### config.mk
export PLATFORM = sky130hd
export DESIGN_NAME = csgd_front
export DESIGN_NICKNAME = d
export VERILOG_FILES = /design/src/hdl/csgd_pkg.sv /design/src/hdl/csgd_front.sv
export SDC_FILE = /design/constraint.sdc
export NUM_CORES = 1
export LEC_CHECK = 0
export BUFFER_PORTS_ARGS = -buffer_cell sky130_fd_sc_hd__buf_2
export CORE_MARGIN = 2
export CORE_UTILIZATION = 50
export CTS_CLUSTER_DIAMETER = 120
export CTS_CLUSTER_SIZE = 40
export DETAILED_ROUTE_END_ITERATION = 8
export GPL_ROUTABILITY_DRIVEN = 0
export GPL_TIMING_DRIVEN = 0
export PLACE_DENSITY = 0.81
export RECOVER_POWER = 100
export SLEW_MARGIN = 15
export SYNTH_ARGS = -nofsm -noshare
export SYNTH_HDL_FRONTEND = slang
export SYNTH_SLANG_ARGS = --single-unit
### constraint.sdc
create_clock -name clk -period 7.8 [get_ports clk]
set_input_delay 0.39 -clock clk [delete_from_list [all_inputs] [get_ports clk]]
set_output_delay 0.39 -clock clk [all_outputs]
set_load 0.01 [all_outputs]
### src/hdl/csgd_pkg.sv
// ============================================================================
// csgd_pkg
// Shared types, sizes, codes and arithmetic helpers for the clipped SGD
// weight update block.
// ============================================================================
package csgd_pkg;

    // Layer size
    localparam int IN_NODES     = 64;
    localparam int OUT_NODES    = 64;
    localparam int WEIGHT_COUNT = IN_NODES * OUT_NODES;
    localparam int PARAM_COUNT  = WEIGHT_COUNT + OUT_NODES;

    // Address widths (at least one bit each)
    localparam int W_AW = (WEIGHT_COUNT > 1) ? $clog2(WEIGHT_COUNT) : 1;
    localparam int B_AW = (OUT_NODES > 1) ? $clog2(OUT_NODES) : 1;
    localparam int I_AW = (IN_NODES > 1) ? $clog2(IN_NODES) : 1;

    // Field widths
    localparam int OP_W   = 2;
    localparam int IDX_W  = 13;
    localparam int DATA_W = 32;
    localparam int LR_W   = 21;
    localparam int CLIP_W = 31;
    localparam int M1_W   = LR_W + DATA_W;   // rate times delta magnitude

    // Register reset values
    localparam logic [LR_W-1:0]   LR_RESET   = LR_W'(6554);
    localparam logic [CLIP_W-1:0] CLIP_RESET = CLIP_W'(327680);

    // Operation codes
    localparam logic [OP_W-1:0] OP_WRITE = 2'd0;
    localparam logic [OP_W-1:0] OP_LATCH = 2'd1;
    localparam logic [OP_W-1:0] OP_APPLY = 2'd2;
    localparam logic [OP_W-1:0] OP_READ  = 2'd3;

    // Store targeted by a command
    localparam logic [1:0] TGT_NONE   = 2'd0;
    localparam logic [1:0] TGT_WEIGHT = 2'd1;
    localparam logic [1:0] TGT_BIAS   = 2'd2;
    localparam logic [1:0] TGT_INPUT  = 2'd3;

    // Command queue depth
    localparam int QDEPTH = 2;
    localparam int Q_PW   = 1;
    localparam int Q_CW   = 2;

    // Classified command passed from front to back
    typedef struct packed {
        logic [OP_W-1:0]   op;
        logic [1:0]        tgt;
        logic [W_AW-1:0]   addr;
        logic [DATA_W-1:0] value;
    } csgd_cmd_t;

    // w - g (neg = 0) or w + g (neg = 1), saturated to the signed 32-bit range
    function automatic logic [DATA_W-1:0] sub_sat(input logic [DATA_W-1:0] w,
                                                  input logic [CLIP_W-1:0] g,
                                                  input logic neg);
        logic signed [DATA_W+1:0] wx;
        logic signed [DATA_W+1:0] gx;
        logic signed [DATA_W+1:0] r;
        logic [DATA_W-1:0]        res;
        wx = $signed({{2{w[DATA_W-1]}}, w});
        gx = $signed({3'b000, g});
        r  = neg ? (wx + gx) : (wx - gx);
        if (r[DATA_W+1:DATA_W-1] == 3'b000 || r[DATA_W+1:DATA_W-1] == 3'b111)
            res = r[DATA_W-1:0];
        else if (r[DATA_W+1])
            res = {1'b1, {(DATA_W-1){1'b0}}};
        else
            res = {1'b0, {(DATA_W-1){1'b1}}};
        return res;
    endfunction

endpackage

### src/hdl/csgd_front.sv
// ============================================================================
// csgd_front
// Accepts commands, classifies index ranges into a target store and local
// address, and holds them in a short queue for the back end.
// ============================================================================
module csgd_front
    import csgd_pkg::*;
(
    input  logic              clk,
    input  logic              rst_n,
    input  logic              start,
    output logic              busy,
    input  logic [OP_W-1:0]   op,
    input  logic [IDX_W-1:0]  index,
    input  logic [DATA_W-1:0] value,
    output logic              q_valid,
    output csgd_cmd_t         q_cmd,
    input  logic              q_pop
);

    csgd_cmd_t        cmd_in;
    csgd_cmd_t        q_reg [QDEPTH];
    logic [Q_PW-1:0]  wr_ptr_reg, wr_ptr_next;
    logic [Q_PW-1:0]  rd_ptr_reg, rd_ptr_next;
    logic [Q_CW-1:0]  count_reg, count_next;
    logic             push;
    logic [31:0]      idx32;

    assign idx32 = 32'(index);

    // Range classification
    always_comb
    begin
        cmd_in.op    = op;
        cmd_in.value = value;
        cmd_in.tgt   = TGT_NONE;
        cmd_in.addr  = '0;
        case (op)
            OP_WRITE, OP_READ:
            begin
                if (idx32 < 32'(WEIGHT_COUNT))
                begin
                    cmd_in.tgt  = TGT_WEIGHT;
                    cmd_in.addr = W_AW'(idx32);
                end
                else if (idx32 < 32'(PARAM_COUNT))
                begin
                    cmd_in.tgt  = TGT_BIAS;
                    cmd_in.addr = W_AW'(idx32 - 32'(WEIGHT_COUNT));
                end
            end
            OP_LATCH:
            begin
                if (idx32 < 32'(IN_NODES))
                begin
                    cmd_in.tgt  = TGT_INPUT;
                    cmd_in.addr = W_AW'(idx32);
                end
            end
            OP_APPLY:
            begin
                // column of the delta; bias tag marks it in range
                if (idx32 < 32'(OUT_NODES))
                begin
                    cmd_in.tgt  = TGT_BIAS;
                    cmd_in.addr = W_AW'(idx32);
                end
            end
            default:
            begin
                cmd_in.tgt = TGT_NONE;
            end
        endcase
    end

    // Queue control
    assign busy    = (count_reg == Q_CW'(QDEPTH));
    assign push    = start && !busy;
    assign q_valid = (count_reg != '0);
    assign q_cmd   = q_reg[rd_ptr_reg];

    always_comb
    begin
        wr_ptr_next = push  ? wr_ptr_reg + 1'b1 : wr_ptr_reg;
        rd_ptr_next = q_pop ? rd_ptr_reg + 1'b1 : rd_ptr_reg;
        count_next  = count_reg;
        if (push && !q_pop)
            count_next = count_reg + 1'b1;
        else if (!push && q_pop)
            count_next = count_reg - 1'b1;
    end

    always_ff @(posedge clk or negedge rst_n)
    begin
        if (!rst_n)
        begin
            wr_ptr_reg <= '0;
            rd_ptr_reg <= '0;
            count_reg  <= '0;
        end
        else
        begin
            wr_ptr_reg <= wr_ptr_next;
            rd_ptr_reg <= rd_ptr_next;
            count_reg  <= count_next;
        end
    end

    // Queue storage
    always_ff @(posedge clk)
    begin
        if (push)
            q_reg[wr_ptr_reg] <= cmd_in;
    end

endmodule

## Yosys cells after proc, flatten, opt, wreduce, memory -nomap -nowiden

Memory sizes are Yosys's and may differ from the RTL's.
Cells that the tools add are included.

| storage, ports and cells | value |
|---|---|
| memory bits (writable) | 96 |
| bits of input ports | 51 |
| logic and storage cells | 35 |
| register bits after elaboration | 4 |
| memories | 1 |
| output and inout bits | 50 |

Memories:

| name | words | bits a word | read ports | clocked after memory_dff | write ports | RTL line | source |
|---|---|---|---|---|---|---|---|
| q_reg | 2 | 48 | 1 | 0 | 1 | csgd_front.sv:22 | `csgd_cmd_t q_reg [QDEPTH];` |

| operators by class | value |
|---|---|
| eq/ne operators | 4 |
| magnitude comparators | 3 |
| multiplexer cells | 9 |
| reductions and logical operators | 10 |
| add/sub/neg operators | 5 |

Operators with widths:

| kind | number |
|---|---|
| 2-to-1 mux 14 bit | 4 |
| case mux 14 bit (3 select lines) | 1 |
| < comparator 13 bit, second input constant | 2 |
| < comparator 13 x 7 -> 1 bit, second input constant | 1 |
| subtractor 12 x 1 -> 12 bit, second input constant | 1 |
| == test 2 bit, second input constant | 3 |
| 2-to-1 mux 2 bit | 2 |
| nonzero test 2 bit | 2 |
| logical AND 1 bit | 3 |
| logical NOT 1 bit | 3 |
| adder 1 bit, second input constant | 2 |
| adder 2 x 1 -> 2 bit, second input constant | 1 |
| == test 2 x 1 -> 1 bit, second input constant | 1 |
| logical NOT 2 bit | 1 |
| 2-to-1 mux 1 bit | 2 |
| OR reduction 2 bit | 1 |
| subtractor 2 x 1 -> 2 bit, second input constant | 1 |

## Logic depth before layout (Yosys ltp)

Gate-level depths: netlist of run 1.

| logic depth | value |
|---|---|
| word-level depth | 7 |
| depth in mapped cells | 7 |
| depth with buffers taken out | 7 |

## Worst setup path before layout of run 1

No wires, ideal clock.

| timing | value |
|---|---|
| kind | register to register |
| start | reg count_reg[0] |
| end | mem q_reg[0][0] in the netlist's numbering (enable) |
| stages on the path, launching flop included | 4 |
| period minus slack after synthesis | 3.092 ns |
| data required time | 7.346 ns |
| path slack | 4.708 ns |
| setup time | 0.454 ns |
| path buffers | 0 |
| arrival | 2.639 ns |
| path through | dfrtp_1 -> nand2b_1 -> nand2_1 -> nor2_1 |

| on the way | value |
|---|---|
| longest elaborated chain between the ends | 5 |

RTL lines:

| what | RTL line | source |
|---|---|---|
| start: declaration | csgd_front.sv:25 | `logic [Q_CW-1:0] count_reg, count_next;` |
| start signal: assignment | csgd_front.sv:105 | `count_reg <= count_next;` |
| == test 2 bit | csgd_front.sv:77 | `assign busy = (count_reg == Q_CW'(QDEPTH));` |
| logical NOT 1 bit | csgd_front.sv:78 | `assign push = start && !busy;` |
| logical AND 1 bit | csgd_front.sv:78 |  |
| 2-to-1 mux 1 bit | csgd_front.sv:112 | `if (push)` |
| 2-to-1 mux 1 bit (implied by the code) | csgd_front.sv:113 | `q_reg[wr_ptr_reg] <= cmd_in;` |
| end: declaration | csgd_front.sv:22 |  |

Every way passes these cells.

## Final worst setup path of run 1

| timing | value |
|---|---|
| start | reg count_reg[0] |
| end | mem q_reg[1][1] in the netlist's numbering (enable) |

Same word-level chain as after synthesis.

==> reports/results.txt, run 1 <==
Synth top area cells = edfxtp_1 73%, mux2_2 14%, dfrtp_1 2.5%
Worst Hold End = q_reg[1][24]
Dpl cells = 420
Critical-path maximum fanout = 30
FF-to-FF Start = count_reg[0]
Vias in the first global route = 2175
Area of the die = 8640 µm²
Synth Cell Area = 3950 µm²
Post-synth EDFFs = 96
Dpl ws = 5990 ps
Setup crit end kind = flip-flop
Post-synthesis simple-gate area fraction = 0.0614
Worst Setup Start Kind = flip-flop
Post-route setup TNS = 0 ps
Setup-failing EPs final = 0
Post-synth top flop = edfxtp_1
Worst-Margin Slew = 1680 ps
Share of synthesized flip-flops with an asynchronous set or reset = 0.0400
H-Tree Depth = 3
CTS tree = yes
Seq/Total Area, Yosys = 0.754
Worst R2R End = q_reg[1][1]
Worst hold path stage count = 1
Initial antenna violation count = 0
Clock Tree Root = clkbuf_8
Path depth of the worst reg2reg path = 3
First-pass GRT wire length = 10500 µm
Final WL = 6980 µm
Total track usage = 0.163
Final HPWL DP = 4820 µm
DRC viols = 0
DR pass1 iterations = 4
Initial core utilization = 0.514
Post-synthesis compound-gate area fraction = 0.00411
WP data arrival = 3060 ps
Max reg flops = 96
Fraction of synthesized cell area in xor and xnor cells = 0.0111
Synth Warn # = 0
Fmax = 323 MHz
Worst-Skew Late Latency = 360 ps
CTS Buf Count = 9
Min-Delay Startpoint = value[24]
Worst Clk Skew = 7.14 ps
Post-CTS Setup Repair Bufs = 0
Die Y = 92.9 µm
Setup CP Type = reg -> reg
Ant. Diodes = 0
Largest family of logic cells by synthesized area = multiplexers
Total grt overflow = 0
Max-slew violations = 31
Final ANT Viol Nets = 0
Library cells used by synthesis = 26
Share of cells above drive strength 1 = 0.310
Most frequent cells in the layout = 96 x edfxtp_1, 76 x clkbuf_1, 48 x mux2_2, 34 x buf_2, 12 x nand4_1
Die X = 92.9 µm
Post-synth top area cell = edfxtp_1
Yosys top cell area share = 0.729
Worst vdd ir = 132 µV
Worst setup margin = 4700 ps
Power per cell area = 334 nW/µm²
Max_cap viols = 1
Vias per inst = 5.11
Avg Cell Area, Syn = 18.4 µm²
Hold Crit Class = in -> reg
Post-synthesis mux area share = 0.139
Row count = 32
Largest net degree at the start of global routing = 31
Failing checks = capacitance limit, slew limit
Buffers on Ports = 100
Cells after Synth = 215
Num ports = 101
Post-Synth Adder-Cell Area = 0.00949
Final instance area = 4680 µm²
Layout area overhead = 18.5%
Reg2reg setup slack = 4700 ps
Via count = 2231
Post-DP Area = 4670 µm²
Nets = 384
Final hold vios = 0
Synthesized Nets = 269
Drt initial violations = 85
Post-CTS resize count = 0
Pleak = 1.64 nW
Crit path required time = 7760 ps
Clock period minus worst slack = 3100 ps
RSZ-0062 raised after global routing = false
Layout Utilization = 0.609
Most common cell after layout, fill and taps aside = edfxtp_1
Final Instance Count excl. Fillers = 437
Worst slew margin = -0.122
Routed WL per cell = 16.0 µm
Clock buffer depth = 2
Filler cell count = 647
Core Footprint = 7690 µm²
Worst-path clk slew = 100 ps
Fin crit share = 0.397
Post-synthesis register bit count = 100
Clock Sinks = 100
Hold buffers post-CTS = 1
Status = complete, but fails checks
worst max-delay path, cell delays in order (launching register included):
cell and delay, ps:
dfrtp_1 420, nand2b_1 170, and3_1 810, clkbuf_1 1280
per-stage QoR:
step,hold WS [ps],total power [mW]
6_report,211,1.56
5_1_grt,189,1.65
4_1_cts,193,1.64
3_5_place_dp,198,1.34
3_3_place_gp,196,1.31
2_1_floorplan,94.4,1.12
logic make-up after synthesis:
group | after synthesis
and+or+nand+nor | 42
adders and majority gates | 3
xor gates and xnor gates | 5
buffers and inverters | 14
DFF | 100
AOI/OAI and AO/OA | 2
muxes | 49
how the worst max path moves through the flow:
stage / start / to / slack [ps] / cells past startpoint
after CTS: rd_ptr_reg / q_cmd[32] / 5660 / 4
after detailed placement: op[0] / q_reg[1][33] / 5990 / 8
after floorplan: count_reg[0] / q_reg[0][0] / 4710 / 3
final: count_reg[0] / q_reg[1][1] / 4700 / 3
after global routing: count_reg[0] / q_reg[1][14] / 4480 / 3
after global placement: count_reg[0] / q_reg[0][30] / 3570 / 3
power breakdown:
group,switching (mW),internal (mW),total [mW]
registers,0.0334,0.741,0.775
logic,0.287,0.201,0.488
clock network,0.179,0.121,0.301
area by class of cell:
| cell class | count | area, µm² | area share |
|---|---|---|---|
| buffer | 9 | 45.0 | 0.00962 |
| clock buffer | 9 | 124 | 0.0264 |
| clock inverter | 7 | 56.3 | 0.0120 |
| inverter | 5 | 18.8 | 0.00401 |
| multi-input combinational | 101 | 891 | 0.190 |
| sequential | 100 | 2980 | 0.637 |
| tap | 102 | 128 | 0.0272 |
| timing repair buffer | 104 | 439 | 0.0938 |
per-layer routing:
metal	vias up	share of wire	wire [µm]	GRT usage
li1	1058	-	-	-
met1	1075	0.41	2880	0.200
met2	87	0.51	3590	0.278
met3	11	0.057	395	0.0350
met4	0	0.017	116	0.0748
met5	-	0	0	0
synth_stat cells, drive strengths merged, types with 2 or more instances:
| master | number |
|---|---|
| nand2 | 7 |
| ha | 3 |
| dfrtp | 4 |
| nand3 | 6 |
| buf | 8 |
| and2 | 6 |
| xnor2 | 2 |
| inv | 5 |
| xor2 | 3 |
| edfxtp | 96 |
| nor2 | 5 |
| nand4 | 12 |
| mux2 | 48 |
Power figures use the tool's default switching activity.
==> run 2: changes to the inputs <==
- CORE_UTILIZATION: 50 -> 47
- PLACE_DENSITY: 0.81 -> 0.8
- clock period: 7.8 -> 2.6 ns (I/O delays scaled with it)
==> run 2 against run 1 <==
Effect of this change: the flow now finishes without violations; clock power grew to 3.6 times the previous value; final area is 9.6% higher; combinational power grew to 3.3 times the previous value; sequential share of layout area is 5.6 points lower; utilization rose by 1.8 points; via count up 6.4%; sequential power grew to 3.0 times the previous value; total power rose to 3.2 times the previous value; non-clock buffer count increased by 34; sequential cell count is the same; register-to-register slack lost 4100 ps; first-iteration DRC count is the same.
==> reports/results.txt, run 2 (synthesized netlist as in run 1, its figures left out) <==
Max reg flops = 96 (unchanged)
Worst Clk Skew = 12.1 ps (+5.00 ps)
Power per cell area = 969 nW/µm² (+190%)
First-pass GRT wire length = 11000 µm (+4.3%)
Setup CP Type = in -> reg
Ant. Diodes = 0 (unchanged)
Worst-path clk slew = 100 ps (about the same)
Crit path required time = 2790 ps (-4970 ps)
CTS tree = yes
Final ANT Viol Nets = 0 (unchanged)
Die X = 95.7 µm (+3.0%)
Worst Setup Start Kind = input pin
Area of the multi-input gates = 892 µm² (+0.14%)
Vias in the first global route = 2372 (+9.1%)
Tot Pwr = 4.97 mW (+220%)
WL met3 = 395 µm (unchanged)
Filler cell count = 687 (+6.2%)
Post-CTS Setup Repair Bufs = 0 (unchanged)
WP data arrival = 2270 ps (-790 ps)
CP max stage cell = dlygate4sd3_1
H-Tree Depth = 3 (unchanged)
Total grt overflow = 0 (unchanged)
Seq. cell area = 2980 µm² (unchanged)
Top sig layer = met4
Hold buffers post-CTS = 35 (+34)
Final WL = 7340 µm (+5.2%)
Die Y = 95.7 µm (+3.0%)
Path depth of the worst reg2reg path = 4 (+1)
Hold slack = 93.0 ps (-118 ps)
Status = finished clean
Worst hold path stage count = 3 (+2)
CP Cell Sequence = dlygate4sd3_1 -> clkbuf_1 -> ha_1 -> clkbuf_1 -> nor2b_1 -> clkbuf_1 -> and2_0
Clock period minus worst slack = 2080 ps
Routed WL per cell = 15.5 µm (-3.0%)
Fin crit share = 0.801
FF-to-FF Start = count_reg[0]
Total track usage = 0.162 (-0.00164)
Pleak = 1.81 nW (+10%)
Row count = 33 (+3.1%)
Initial antenna violation count = 0 (unchanged)
Max_cap viols = 0 (-1)
Clock Sinks = 100 (unchanged)
Clock Tree Root = clkbuf_8
Reg2reg setup slack = 560 ps (-4140 ps)
Layout Utilization = 0.628 (+0.0184)
Most common cell after layout, fill and taps aside = edfxtp_1
Initial core utilization = 0.484 (-0.0307)
Setup-failing EPs final = 0 (unchanged)
Met2 WL post-DR = 3920 µm (+9.3%)
DR pass1 iterations = 4 (unchanged)
Worst R2R End = q_reg[0][47]
Nets = 418 (+8.9%)
Vias per inst = 5.01 (-1.9%)
Area of the die = 9160 µm² (+6.1%)
Buffers on Ports = 100 (unchanged)
Worst Hold End = wr_ptr_reg
Max-slew violations = 0 (-100%)
RSZ-0062 raised after global routing = false
Share of cells above drive strength 1 = 0.279 (-0.0313)
Core Footprint = 8180 µm² (+6.3%)
Fmax = 480 MHz
Most frequent cells in the layout = 96 x edfxtp_1, 78 x clkbuf_1, 48 x mux2_2, 35 x dlygate4sd3_1, 27 x buf_2
Setup crit end kind = flip-flop
Clock buffer depth = 2 (unchanged)
CTS Buf Count = 9 (unchanged)
Final hold vios = 0 (unchanged)
Min-Delay Startpoint = start
Drt initial violations = 85 (unchanged)
Routed length on met1 = 2930 µm (+1.9%)
Worst vdd ir = 448 µV (+240%)
Post-CTS resize count = 0 (unchanged)
Largest net degree at the start of global routing = 28 (-9.7%)
Num ports = 101 (unchanged)
Worst-Margin Slew = 1030 ps (-650 ps)
Via count = 2374 (+6.4%)
Layout area overhead = 29.8%
Worst slew margin = 0.309 (+0.431)
Critical-path maximum fanout = 10 (-67%)
Largest stage delay, worst path = 540 ps (-740 ps)
Hold Crit Class = in -> reg
CP dominant cell by count = clkbuf_1
Worst-Skew Late Latency = 350 ps (about the same)
DRC viols = 0 (unchanged)
Final HPWL DP = 4920 µm (+2.1%)
-- run 2: changes by cell type in the layout (fill, tap and decap cells not counted), sizes merged --
cell / delta
buf: -2
bufinv: +2
clkbuf: +4
clkinv: -3
clkinvlp: +2
dlygate4sd3: +34
inv: -3
-- run 2: area by class of cell --
type	count	share of cell area
Multi-Input combinational cell	101	0.174
Clock buffer	11	0.0256
Inverter	5	0.00366
Buffer	9	0.0102
Clock inverter	5	0.0168
Sequential cell	100	0.581
Tap cell	105	0.0256
Timing Repair Buffer	138	0.163
-- run 2: report_power, final --
part / switching [mW] / internal, mW
registers: 0.104 / 2.21
clock network: 0.516 / 0.550
logic: 0.873 / 0.720
-- run 2: critical path: cells and delay by family --
kind          cells  cell delay [ps]
buf+inv           4             1390
fa+ha+maj         1              290
simple gates      2              460
-- run 2: per-stage QoR --
step,cells,area (µm²),setup slack [ps],TNS (ps)
after floorplan,215,3960,305,0
after global placement,420,4590,-411,-28170
after detailed placement,423,4670,852,0
after CTS,474,5240,716,0
after global routing,474,5130,370,0
final,474,5130,518,0
-- run 2: how the worst max path moves through the flow --
stage / depth (start not counted) / from / end / slack (ps)
2_1_floorplan: 3 / count_reg[0] / q_reg[0][0] / 310
3_3_place_gp: 3 / count_reg[0] / q_reg[0][3] / -410
3_5_place_dp: 3 / count_reg[0] / q_reg[1][7] / 850
4_1_cts: 4 / rd_ptr_reg / q_cmd[32] / 720
5_1_grt: 8 / op[1] / q_reg[0][33] / 370
6_report: 7 / op[1] / q_reg[0][38] / 520
-- run 2: metal layers --
layer,global-route usage,vias to the layer above
li1,-,1127
met1,0.184,1170
met2,0.293,68
met3,0.0392,9
met4,0.0607,0
met5,0,-
